===== src/hw/rtl/bbm_pkg.sv =====
// Shared types and constants for the beat/bar marker generator.
// No dependencies; imported by bbm_ctrl, bbm_datapath, the top level and the testbench.
package bbm_pkg;

    localparam int MAX_MARKERS_DEFAULT = 64;
    localparam int TICK_BITS_DEFAULT   = 32;

    localparam int TPQ_W = 15;
    localparam int LEN_W = 17;

    localparam logic [TPQ_W-1:0] TPQ_RESET = 15'd96;
    localparam logic [LEN_W-1:0] LEN_RESET = 17'd96;
    localparam logic [7:0]       BPB_RESET = 8'd4;

    // request type codes
    localparam logic [1:0] REQ_START = 2'd0;
    localparam logic [1:0] REQ_EVENT = 2'd1;
    localparam logic [1:0] REQ_TSIG  = 2'd2;
    localparam logic [1:0] REQ_NONE  = 2'd3;

    typedef struct packed {
        logic load_item;  // latch request fields
        logic setup;      // apply start, pick catch-up target
        logic calc_pend;  // decide the cap flag for this run
        logic step;       // capture a marker, advance the grid
        logic set_last;   // resolve last-in-run for the captured marker
        logic finish;     // write owed flag, apply time signature
    } bbm_cmd_t;

    typedef struct packed {
        logic none;       // request code without meaning
        logic run;        // catch-up pass required
        logic hit;        // a beat boundary lies at or before the target
        logic full;       // marker cap reached for this request
    } bbm_status_t;

endpackage


===== src/hw/rtl/bbm_ctrl.sv =====
// Sequencer for the beat/bar marker generator.
// Depends on bbm_pkg; drives bbm_datapath through bbm_cmd_t.
module bbm_ctrl import bbm_pkg::*; (
    input  logic        aclk,
    input  logic        aresetn,
    input  logic        s_valid,
    output logic        s_ready,
    output logic        m_valid,
    input  logic        m_ready,
    input  bbm_status_t status,
    output bbm_cmd_t    cmd
);

    typedef enum logic [2:0] {
        ST_IDLE,
        ST_SETUP,
        ST_PEND,
        ST_TEST,
        ST_FLAG,
        ST_WAIT,
        ST_FINISH
    } state_t;

    state_t state_reg;
    logic   s_ready_reg;
    logic   m_valid_reg;
    logic   do_step;

    assign s_ready = s_ready_reg;
    assign m_valid = m_valid_reg;

    assign do_step = status.run && status.hit && !status.full;

    always_comb begin
        cmd           = '0;
        cmd.load_item = (state_reg == ST_IDLE) && s_valid && s_ready_reg;
        cmd.setup     = (state_reg == ST_SETUP);
        cmd.calc_pend = (state_reg == ST_PEND);
        cmd.step      = (state_reg == ST_TEST) && do_step;
        cmd.set_last  = (state_reg == ST_FLAG);
        cmd.finish    = (state_reg == ST_FINISH);
    end

    always_ff @(posedge aclk) begin
        if (!aresetn) begin
            state_reg   <= ST_IDLE;
            s_ready_reg <= 1'b1;
            m_valid_reg <= 1'b0;
        end else begin
            case (state_reg)
                ST_IDLE: begin
                    if (s_valid && s_ready_reg) begin
                        state_reg   <= ST_SETUP;
                        s_ready_reg <= 1'b0;
                    end
                end
                ST_SETUP: begin
                    if (status.none) begin
                        state_reg   <= ST_IDLE;
                        s_ready_reg <= 1'b1;
                    end else begin
                        state_reg <= ST_PEND;
                    end
                end
                ST_PEND: begin
                    state_reg <= ST_TEST;
                end
                ST_TEST: begin
                    if (do_step) begin
                        state_reg <= ST_FLAG;
                    end else begin
                        state_reg <= ST_FINISH;
                    end
                end
                ST_FLAG: begin
                    state_reg   <= ST_WAIT;
                    m_valid_reg <= 1'b1;
                end
                ST_WAIT: begin
                    if (m_ready) begin
                        state_reg   <= ST_TEST;
                        m_valid_reg <= 1'b0;
                    end
                end
                ST_FINISH: begin
                    state_reg   <= ST_IDLE;
                    s_ready_reg <= 1'b1;
                end
                default: begin
                    state_reg   <= ST_IDLE;
                    s_ready_reg <= 1'b1;
                    m_valid_reg <= 1'b0;
                end
            endcase
        end
    end

endmodule


===== src/hw/rtl/bbm_datapath.sv =====
// Beat grid registers, catch-up arithmetic and marker output register.
// Depends on bbm_pkg; sequenced by bbm_ctrl.
module bbm_datapath import bbm_pkg::*; #(
    parameter int MAX_MARKERS_PER_ITEM = MAX_MARKERS_DEFAULT,
    parameter int TICK_BITS            = TICK_BITS_DEFAULT
) (
    input  logic              aclk,
    input  logic              aresetn,
    input  logic              cfg_wr_en,
    input  logic [TPQ_W-1:0]  cfg_wr_data,
    input  logic [1:0]        s_req_type,
    input  logic [31:0]       s_event_tick,
    input  logic [7:0]        s_sig_numerator,
    input  logic [2:0]        s_sig_denom_exponent,
    output logic [31:0]       m_marker_tick,
    output logic [31:0]       m_bar_number,
    output logic [7:0]        m_beat_in_bar,
    output logic [7:0]        m_beats_per_bar,
    output logic              m_last_in_run,
    output logic              m_markers_pending,
    input  bbm_cmd_t          cmd,
    output bbm_status_t       status
);

    localparam int CNT_W  = $clog2(MAX_MARKERS_PER_ITEM + 1);
    localparam int MUL_W  = $clog2(MAX_MARKERS_PER_ITEM + 2);
    localparam int SPAN_W = LEN_W + MUL_W;
    localparam int CMP_W  = (TICK_BITS > SPAN_W) ? TICK_BITS : SPAN_W;

    localparam logic [CNT_W-1:0] CNT_MAX  = CNT_W'(MAX_MARKERS_PER_ITEM);
    localparam logic [MUL_W-1:0] SPAN_MUL = MUL_W'(MAX_MARKERS_PER_ITEM + 1);

    // configuration
    logic [TPQ_W-1:0]     tpq_reg;

    // latched request
    logic [1:0]           type_reg;
    logic [TICK_BITS-1:0] tick_in_reg;
    logic [7:0]           numer_reg;
    logic [2:0]           expo_reg;

    // grid state
    logic [TICK_BITS-1:0] last_seen_reg;
    logic [TICK_BITS-1:0] nbs_reg;
    logic [LEN_W-1:0]     len_reg;
    logic [7:0]           bpb_reg;
    logic [31:0]          bar_reg;
    logic [8:0]           beat_reg;
    logic                 owed_reg;

    // run control
    logic [TICK_BITS-1:0] target_reg;
    logic                 run_reg;
    logic [SPAN_W-1:0]    span_reg;
    logic                 pend_reg;
    logic [CNT_W-1:0]     count_reg;

    // marker output register
    logic [31:0]          out_tick_reg;
    logic [31:0]          out_bar_reg;
    logic [7:0]           out_beat_reg;
    logic [7:0]           out_bpb_reg;
    logic                 out_last_reg;
    logic                 out_pend_reg;

    logic [63:0]          tick_ext;
    logic [63:0]          len_ext;
    logic [63:0]          nbs_ext;
    logic [TICK_BITS-1:0] len_tb;
    logic [TICK_BITS-1:0] diff;
    logic                 tgt_ge;
    logic                 hit;
    logic [LEN_W-1:0]     len_tpq;
    logic [LEN_W-1:0]     len_shift;
    logic [LEN_W-1:0]     len_tsig;
    logic [LEN_W-1:0]     len_eff;
    logic                 owed_eff;
    logic                 is_start;
    logic [8:0]           beat_inc;

    assign tick_ext = {32'd0, s_event_tick};
    assign len_ext  = {{(64 - LEN_W){1'b0}}, len_reg};
    assign nbs_ext  = 64'(nbs_reg);
    assign len_tb   = len_ext[TICK_BITS-1:0];

    // boundary test: target at least one beat past the next beat start
    assign diff   = target_reg - nbs_reg;
    assign tgt_ge = (target_reg >= nbs_reg);
    assign hit    = tgt_ge && (CMP_W'(diff) >= CMP_W'(len_reg));

    assign len_tpq   = (tpq_reg == '0) ? LEN_W'(1) : LEN_W'(tpq_reg);
    assign len_shift = {tpq_reg, 2'b00} >> expo_reg;
    assign len_tsig  = (len_shift == '0) ? LEN_W'(1) : len_shift;

    assign is_start  = (type_reg == REQ_START);
    assign len_eff   = is_start ? len_tpq : len_reg;
    assign owed_eff  = is_start ? 1'b0 : owed_reg;
    assign beat_inc  = beat_reg + 9'd1;

    assign status.none = (type_reg == REQ_NONE);
    assign status.run  = run_reg;
    assign status.hit  = hit;
    assign status.full = (count_reg == CNT_MAX);

    assign m_marker_tick     = out_tick_reg;
    assign m_bar_number      = out_bar_reg;
    assign m_beat_in_bar     = out_beat_reg;
    assign m_beats_per_bar   = out_bpb_reg;
    assign m_last_in_run     = out_last_reg;
    assign m_markers_pending = out_pend_reg;

    always_ff @(posedge aclk) begin
        if (!aresetn) begin
            tpq_reg       <= TPQ_RESET;
            last_seen_reg <= '0;
            nbs_reg       <= '0;
            len_reg       <= LEN_RESET;
            bpb_reg       <= BPB_RESET;
            bar_reg       <= '0;
            beat_reg      <= '0;
            owed_reg      <= 1'b0;
            run_reg       <= 1'b0;
            count_reg     <= '0;
            type_reg      <= REQ_NONE;
        end else begin
            if (cfg_wr_en) begin
                tpq_reg <= cfg_wr_data;
            end

            if (cmd.load_item) begin
                type_reg    <= s_req_type;
                tick_in_reg <= tick_ext[TICK_BITS-1:0];
                numer_reg   <= s_sig_numerator;
                expo_reg    <= s_sig_denom_exponent;
            end

            if (cmd.setup && !status.none) begin
                if (is_start) begin
                    len_reg  <= len_tpq;
                    bpb_reg  <= BPB_RESET;
                    nbs_reg  <= '0;
                    beat_reg <= 9'd1;
                    bar_reg  <= 32'd1;
                    owed_reg <= 1'b0;
                end
                if (tick_in_reg > last_seen_reg) begin
                    last_seen_reg <= tick_in_reg;
                    target_reg    <= tick_in_reg;
                    run_reg       <= 1'b1;
                end else if (owed_eff) begin
                    target_reg <= last_seen_reg;
                    run_reg    <= 1'b1;
                end else begin
                    run_reg <= 1'b0;
                end
                // span of the cap plus one beat; the grid never wraps inside a run
                span_reg  <= SPAN_W'(len_eff) * SPAN_W'(SPAN_MUL);
                count_reg <= '0;
            end

            if (cmd.calc_pend) begin
                pend_reg <= tgt_ge && (CMP_W'(diff) >= CMP_W'(span_reg));
            end

            if (cmd.step) begin
                out_tick_reg <= nbs_ext[31:0];
                out_bar_reg  <= bar_reg;
                out_beat_reg <= beat_reg[7:0];
                out_bpb_reg  <= bpb_reg;
                out_pend_reg <= pend_reg;
                nbs_reg      <= nbs_reg + len_tb;
                count_reg    <= count_reg + CNT_W'(1);
                if (beat_inc > {1'b0, bpb_reg}) begin
                    beat_reg <= 9'd1;
                    bar_reg  <= bar_reg + 32'd1;
                end else begin
                    beat_reg <= beat_inc;
                end
            end

            if (cmd.set_last) begin
                out_last_reg <= status.full || !hit;
            end

            if (cmd.finish) begin
                if (run_reg) begin
                    owed_reg <= hit;
                end
                if (type_reg == REQ_TSIG) begin
                    bpb_reg <= numer_reg;
                    len_reg <= len_tsig;
                end
            end
        end
    end

endmodule


===== src/hw/rtl/beat_bar_marker_generator_top.sv =====
// Top level of the beat/bar marker generator: sequencer plus datapath.
// Depends on bbm_pkg, bbm_ctrl and bbm_datapath.

// Beat/bar marker generator. Each request (start of song, event, or time
// signature) carries a song tick; when the tick is later than the last tick
// seen, the block emits one marker per beat boundary passed, each with its
// tick, bar number, beat in bar and beats per bar. A run emits at most
// MAX_MARKERS_PER_ITEM markers; markers still owed are flagged on every
// marker of a capped run (markers_pending) and emitted by later requests.
// A start request resets the grid to 4/4, bar 1, beat 1, beat length =
// ticks_per_quarter; a time signature request catches up at its own tick
// first, then takes the new numerator and beat length
// (ticks_per_quarter * 4) >> exponent, never below 1. The block handles
// one request at a time. s_ready is high only while idle. For each marker
// the block captures it, resolves its last-in-run flag and then presents
// it until m_ready is high; a request code of 3 is dropped after setup
// without a run. The single grid-advance path in the datapath captures a
// marker into the output register and steps the beat grid in the same
// cycle. ticks_per_quarter is written through cfg_wr_en/cfg_wr_data
// (resets to 96) and must only be changed while the block is idle.
module beat_bar_marker_generator_top import bbm_pkg::*; #(
    parameter int MAX_MARKERS_PER_ITEM = MAX_MARKERS_DEFAULT,
    parameter int TICK_BITS            = TICK_BITS_DEFAULT
) (
    input  logic              aclk,
    input  logic              aresetn,
    // configuration: ticks per quarter note
    input  logic              cfg_wr_en,
    input  logic [TPQ_W-1:0]  cfg_wr_data,
    // request channel
    input  logic              s_valid,
    output logic              s_ready,
    input  logic [1:0]        s_req_type,
    input  logic [31:0]       s_event_tick,
    input  logic [7:0]        s_sig_numerator,
    input  logic [2:0]        s_sig_denom_exponent,
    // marker channel
    output logic              m_valid,
    input  logic              m_ready,
    output logic [31:0]       m_marker_tick,
    output logic [31:0]       m_bar_number,
    output logic [7:0]        m_beat_in_bar,
    output logic [7:0]        m_beats_per_bar,
    output logic              m_last_in_run,
    output logic              m_markers_pending
);

    bbm_cmd_t    cmd;
    bbm_status_t status;

    // sequencer: request handshake, run loop, marker handshake
    bbm_ctrl u_ctrl (
        .aclk    (aclk),
        .aresetn (aresetn),
        .s_valid (s_valid),
        .s_ready (s_ready),
        .m_valid (m_valid),
        .m_ready (m_ready),
        .status  (status),
        .cmd     (cmd)
    );

    // grid state, boundary compare, cap flag and marker register
    bbm_datapath #(
        .MAX_MARKERS_PER_ITEM (MAX_MARKERS_PER_ITEM),
        .TICK_BITS            (TICK_BITS)
    ) u_datapath (
        .aclk                 (aclk),
        .aresetn              (aresetn),
        .cfg_wr_en            (cfg_wr_en),
        .cfg_wr_data          (cfg_wr_data),
        .s_req_type           (s_req_type),
        .s_event_tick         (s_event_tick),
        .s_sig_numerator      (s_sig_numerator),
        .s_sig_denom_exponent (s_sig_denom_exponent),
        .m_marker_tick        (m_marker_tick),
        .m_bar_number         (m_bar_number),
        .m_beat_in_bar        (m_beat_in_bar),
        .m_beats_per_bar      (m_beats_per_bar),
        .m_last_in_run        (m_last_in_run),
        .m_markers_pending    (m_markers_pending),
        .cmd                  (cmd),
        .status               (status)
    );

    // one request in flight: never ready for a new request while a marker waits
    a_no_overlap: assert property (@(posedge aclk) disable iff (!aresetn)
        !(s_ready && m_valid))
        else $error("request accepted while a marker is outstanding");

    // after the last marker of a run is taken, no marker follows at once
    a_last_ends_run: assert property (@(posedge aclk) disable iff (!aresetn)
        (m_valid && m_ready && m_last_in_run) |=> !m_valid)
        else $error("marker presented right after last marker of run");

    // a request with no meaning is dropped and the block is ready again
    a_none_dropped: assert property (@(posedge aclk) disable iff (!aresetn)
        (s_valid && s_ready && (s_req_type == REQ_NONE)) |=> !s_ready ##1 s_ready)
        else $error("meaningless request not dropped");

    // the grid steps only while a boundary is due and the cap is not reached
    a_step_needs_hit: assert property (@(posedge aclk) disable iff (!aresetn)
        cmd.step |-> (status.run && status.hit && !status.full))
        else $error("grid stepped without a pending boundary");

endmodule


===== config.mk =====
export PLATFORM = sky130hd
export DESIGN_NAME = beat_bar_marker_generator_top
export DESIGN_NICKNAME = d
export VERILOG_FILES = /design/src/hw/rtl/bbm_pkg.sv /design/src/hw/rtl/bbm_ctrl.sv /design/src/hw/rtl/bbm_datapath.sv /design/src/hw/rtl/beat_bar_marker_generator_top.sv
export SDC_FILE = /design/constraint.sdc
export NUM_CORES = 1
export LEC_CHECK = 0
export ABC_AREA = 1
export ABC_CLOCK_PERIOD_IN_PS = 14400
export BUFFER_PORTS_ARGS = -buffer_cell sky130_fd_sc_hd__buf_4
export CAP_MARGIN = 20
export CORE_MARGIN = 8
export CORE_UTILIZATION = 55
export CTS_BUF_LIST = sky130_fd_sc_hd__clkbuf_8 sky130_fd_sc_hd__clkbuf_16
export CTS_CLUSTER_DIAMETER = 200
export CTS_CLUSTER_SIZE = 40
export DETAILED_ROUTE_END_ITERATION = 8
export GPL_TIMING_DRIVEN = 0
export PLACE_DENSITY_LB_ADDON = 0.12
export SKIP_LAST_GASP = 1
export SYNTH_ARGS = -nofsm -noshare
export SYNTH_HDL_FRONTEND = slang
export SYNTH_HIERARCHICAL = 1
export SYNTH_SLANG_ARGS = --single-unit

===== constraint.sdc =====
create_clock -name aclk -period 14.4 [get_ports aclk]
set_input_delay 2.88 -clock aclk [delete_from_list [all_inputs] [get_ports aclk]]
set_output_delay 2.88 -clock aclk [all_outputs]
set_load 0.02 [all_outputs]

# Word level (Yosys, flattened, before mapping)
# Index checks and enable logic that the tools add are counted.
[totals]
regBits = 343
in_bits = 65
wordCells = 126
[op_classes]
addsub = 5
mul = 1
n_lt_le_gt_ge = 5
eq_ne = 12
shift = 1
muxes = 41
n_bitwise = 2
reduce_logical = 33
[ops]
columns = ["op", "n"]
rows = [
  ["32-bit 2-to-1 mux", 9],
  ["17-bit 2-to-1 mux", 5],
  ["9-bit 2-to-1 mux", 4],
  ["32-bit by 1-bit adder with 32-bit output (second input constant)", 1],
  ["32-bit by 17-bit adder with 32-bit output", 1],
  ["32-bit by 17-bit greater-or-equal comparator with 1-bit output", 1],
  ["32-bit by 24-bit greater-or-equal comparator with 1-bit output", 1],
  ["32-bit greater-or-equal comparator", 1],
  ["32-bit greater-than comparator", 1],
  ["8-bit 2-to-1 mux", 4],
  ["32-bit subtractor", 1],
  ["17-bit by 7-bit multiplier with 24-bit output (second input constant)", 1],
  ["3-bit one-hot mux with 6 select lines", 1],
  ["2-bit AND reduction", 9],
  ["17-bit logical NOT", 1],
  ["17-bit by 3-bit right shift with 17-bit output", 1],
  ["15-bit logical NOT", 1],
  ["15-bit 2-to-1 mux", 1],
  ["7-bit 2-to-1 mux", 2],
  ["9-bit by 1-bit adder with 9-bit output (second input constant)", 1],
  ["3-bit equality test (second input constant)", 3],
  ["9-bit by 8-bit greater-than comparator with 1-bit output", 1],
  ["1-bit logical AND", 9],
  ["1-bit 2-to-1 mux", 9],
  ["other kinds (18)", 31],
]

# Depth between registers and ports, before layout
[logic_depth]
depth_word = 8
depth_mapped = 33
ltp_nobuf = 30

# Cells and area by module
# Netlist, hierarchy kept.
[modules_own_cells]
columns = ["mod", "n_inst", "cells_each", "area_each_um2", "seq_area_each_um2"]
rows = [
  ["bbm_datapath", 1, 2524, 19925.4, 8588.2],
  ["bbm_ctrl", 1, 51, 314.1, 100.1],
]

# Worst setup path after synthesis
# Ideal clock, no wire load.
[synth_timing]
path_kind = "input -> register"
from = "input port aresetn"
to = "register u_datapath.target_reg[0] (enable)"
t_arrival_ns = 5.042
required_time_ns = 14.013
setup_slack_ns = 8.971
cell_stages = 5
path_buffers = 1
cell_sequence = "inv_1 clkbuf_1 nor2_1 nand2_1 inv_1"
[synth_via]
elab_chain_len = 1
[synth_rtl]
columns = ["element", "line", "source"]
rows = [
  ["from (decl)", "beat_bar_marker_generator_top.sv:26", "input logic aresetn,"],
  ["3-bit AND reduction (no source line)", "n/a", ""],
  ["to (signal assigned)", "bbm_datapath.sv:148", "target_reg <= tick_in_reg;"],
  ["to (signal assigned)", "bbm_datapath.sv:151", "target_reg <= last_seen_reg;"],
  ["to (decl)", "bbm_datapath.sv:52", "logic [TICK_BITS-1:0] target_reg;"],
]
# No other way between the ends.
# A chain may end at the register's enable or synchronous reset.

==> flow_summary.toml <==
[clocking]
cts_hold_buf = 0
clockBufferDepth = 3
cts_buffers = 12
clkTransAtPathRegs_ps = 150
postCtsSetupRepairBufs = 0
h-tree-depth = 1
clkLatencyLatePin_ps = 530
clock-sinks = 343
cts_resized = 0
root_buffer = "clkbuf_16"
cts_tree = "done"

[synth]
synthAdderAreaFrac_pct = 10.00
synth-xor-area-share_pct = 1.601
synth_seq_cells = 343
muxShareOfSynthArea_pct = 0.1978
synth.area.top_cells = "edfxtp_1, dfxtp_1, nand2_1, ha_1, inv_1"
synth_area_sq_um = 20240
synth.largest_area_cell = "edfxtp_1"
synth_top_family_by_area = "simple AND/OR/NAND/NOR gates"
ys_types = 62
syn-instance-count = 2575
synth_compound_area_share_pct = 13.22
yosysWarnings = 6
synth_top_area_share_pct = 27.00
avgSynthCellArea_sq_um = 7.860
synth_nets = 2800
synthSimpleGateAreaFrac_pct = 23.24
yosysSeqAreaShare_pct = 42.93

[placed_design]
io_buffers = 148
placed_area_sq_um = 22030
hpwlAfterDp_microns = 47320
dpl.cell_count = 3195
place_congestion = 0.9809

[timing]
fmax_ghz = 0.1730
setup_viol = 0
rsz0062_at_grt = "false"
worst_pin_slew_ps = 947.7
hold_viol = 0
drv_slew = 0
finalCritPeriodShare_pct = 40.15
relSlewSlack_pct = 36.82
holdWs_ps = 440.3
setup_tns_ps = 0
fin_worst_skew_ps = 28.89
layout_min_cycle_time_ps = 5782

[floorplanning]
core_area_sq_um = 36430
ioPinCount = 149
die_area_sq_um = 43190
start_util_pct = 55.55
die_w_microns = 207.8
die_h_microns = 207.8
fp-row-count = 70

[finish]
final_cell_area_sq_um = 22400
nets = 2966
drive_gt1_share_pct = 9.028
nFillCells = 3290
areaGrowthSynthToFinish_pct = 10.67
multi_input_area_sq_um = 9771
finalNonFillerCells = 3215
num_antenna_cells = 0
register_area_sq_um = 8688

[critical_path]
cp-start-kind = "flip-flop"
reg2reg_depth = 32
cp.arrival_ps = 6180
cp_top_family = "simple AND/OR/NAND/NOR gates"
critPathMaxStageDelay_ps = 480
crit_required_ps = 14800
criticalPathCategory = "flip-flop to flip-flop"
rr_endpoint = "u_datapath/bar_reg[26]$_SDFF_PN0_"
timing.critical_path.mode_cell = "nand2_1"
timing.rr.start = "u_datapath/nbs_reg[2]$_SDFFE_PN0P_"
end_kind = "flip-flop"
cp_slowest_cell = "dfxtp_1"
cp_max_fo = 10
r2r_slack_ps = 8620
cp.buffers_inverters = 8

[drt]
dr.pass1.iters = 5
finalWirelength_microns = 58850
drtIter0Drc = 1245
drc = 0
drtAntennaViolNets = 0
viasPerCell = 5.614
wl_per_cell_microns = 18.30
vias = 18050

[run]
maxCapViolCount = 0

[pwr]
p_leak_nw = 9.587
ir_drop_mv = 0.1019
p_total_mw = 1.795
powerDensity_nw_per_um2 = 80.13

[global_routing]
grt_pass1_vias = 17190
grt_usage_pct = 26.33
grt-ovfl-total = 0
grt_max_degree = 73
antenna_found_initial = 0
grt_pass1_wl_microns = 92590

[min_path]
whs_endpoint = "u_datapath/m_markers_pending$_DFFE_PP_"
hold_class = "flip-flop to flip-flop"
hold_path_depth = 0
min_from = "u_datapath/pend_reg$_DFFE_PP_"

[status]
outcome = "completed"
[final cells by class]
class | instances | share of cell area [%]
clock buffer | 13 | 1.452
inverter | 370 | 6.223
tap | 468 | 2.614
buffer | 84 | 1.748
multi-input combinational | 1778 | 43.62
sequential | 343 | 38.79
clock inverter | 7 | 0.1899
timing repair buffer | 152 | 5.363
[worst reg2reg max path, delay by kind of cell, from the launching register on]
family / cells / cell delay [ps]
buffers and inverters: 8 / 1820
xor gates and xnor gates: 1 / 420
DFF: 1 / 480
adders and majority gates: 2 / 650
AOI/OAI and AO/OA: 1 / 70
and+or+nand+nor: 20 / 2190
[metrics by stage]
stage	utilization, %	worst slack [ps]
4_1_cts	61.48	8687
3_5_place_dp	60.47	8743
3_3_place_gp	60.21	7059
5_1_grt	61.48	8105
2_1_floorplan	-	8971
6_report	61.48	8618
[where the power goes]
group | total [mW] | internal (mW) | switching (mW)
logic | 0.249 | 0.0848 | 0.165
clock network | 0.468 | 0.170 | 0.297
registers | 1.08 | 1.06 | 0.0191
[cells in the final DEF, fill, tap and decap left out, types with 5 or more instances in the layout]
cell type	n
o21ai_1	7
nor4_1	10
clkbuf_16	13
nand3_1	126
o211ai_1	13
nand4_1	69
a31oi_1	6
inv_2	7
o21ai_0	148
o21a_1	5
nand2_2	7
nor3_1	32
o21ai_2	9
or2_2	5
nand2_1	611
nor2_2	5
buf_2	18
a21oi_1	262
dfxtp_1	161
inv_1	364
nand3_2	6
buf_4	154
clkbuf_1	51
a211oi_1	8
edfxtp_1	182
nor2_1	189
ha_1	157
xor2_1	33
[kinds of logic after synthesis]
family	count (synthesis)
AND/OR/NAND/NOR	1085
AO/OA/AOI/OAI	492
buffers and inverters	454
flip-flops	343
adder cells (fa/ha/maj)	160
XOR/XNOR	37
multiplexers	4
[synth_stat cells, drive strengths merged]
master     n
dfxtp    161
inv      367
or2        6
o211ai    13
nor4      11
a221oi     4
clkbuf    52
xor2      33
clkinv     3
nand2    618
edfxtp   182
o22ai      2
buf       32
and3       3
mux2i      4
a21o       4
fa         3
nor3      37
a211oi     8
o221ai     3
a21boi     5
o21a       5
o31ai      2
nand4     69
a21oi    263
nand3    132
a32oi      1
nand3b     4
ha       157
a32o       3
nor3b      5
o21ai    164
and2       3
nor2     196
a311oi     1
o2111ai    1
a22oi      3
o21bai     3
xnor2      4
a31oi      6
o211a      1
nor4b      1
[worst max path at each step]
stage                                        start                                     end  slack (ps)  depth (start not counted)
2_1_floorplan                              aresetn      u_datapath/target_reg[0]$_DFFE_PP_        8970                          5
6_report        u_datapath/nbs_reg[2]$_SDFFE_PN0P_       u_datapath/bar_reg[26]$_SDFF_PN0_        8620                         32
5_1_grt        u_datapath/nbs_reg[10]$_SDFFE_PN0P_       u_datapath/bar_reg[18]$_SDFF_PN0_        8110                         29
4_1_cts         u_datapath/nbs_reg[2]$_SDFFE_PN0P_       u_datapath/bar_reg[26]$_SDFF_PN0_        8690                         32
3_3_place_gp   u_datapath/nbs_reg[13]$_SDFFE_PN0P_  u_datapath/m_marker_tick[11]$_DFFE_PP_        7060                         27
3_5_place_dp    u_datapath/nbs_reg[2]$_SDFFE_PN0P_       u_datapath/bar_reg[26]$_SDFF_PN0_        8740                         32
[layer usage]
| metal | track usage [%] | share of wire (%) |
|---|---|---|
| met5 | 0 | 0 |
| met4 | 6.167 | 2.0 |
| met3 | 3.397 | 6.5 |
| met2 | 46.32 | 49 |
| met1 | 34.04 | 43 |
Note: power is estimated with default switching activity, not from simulation.
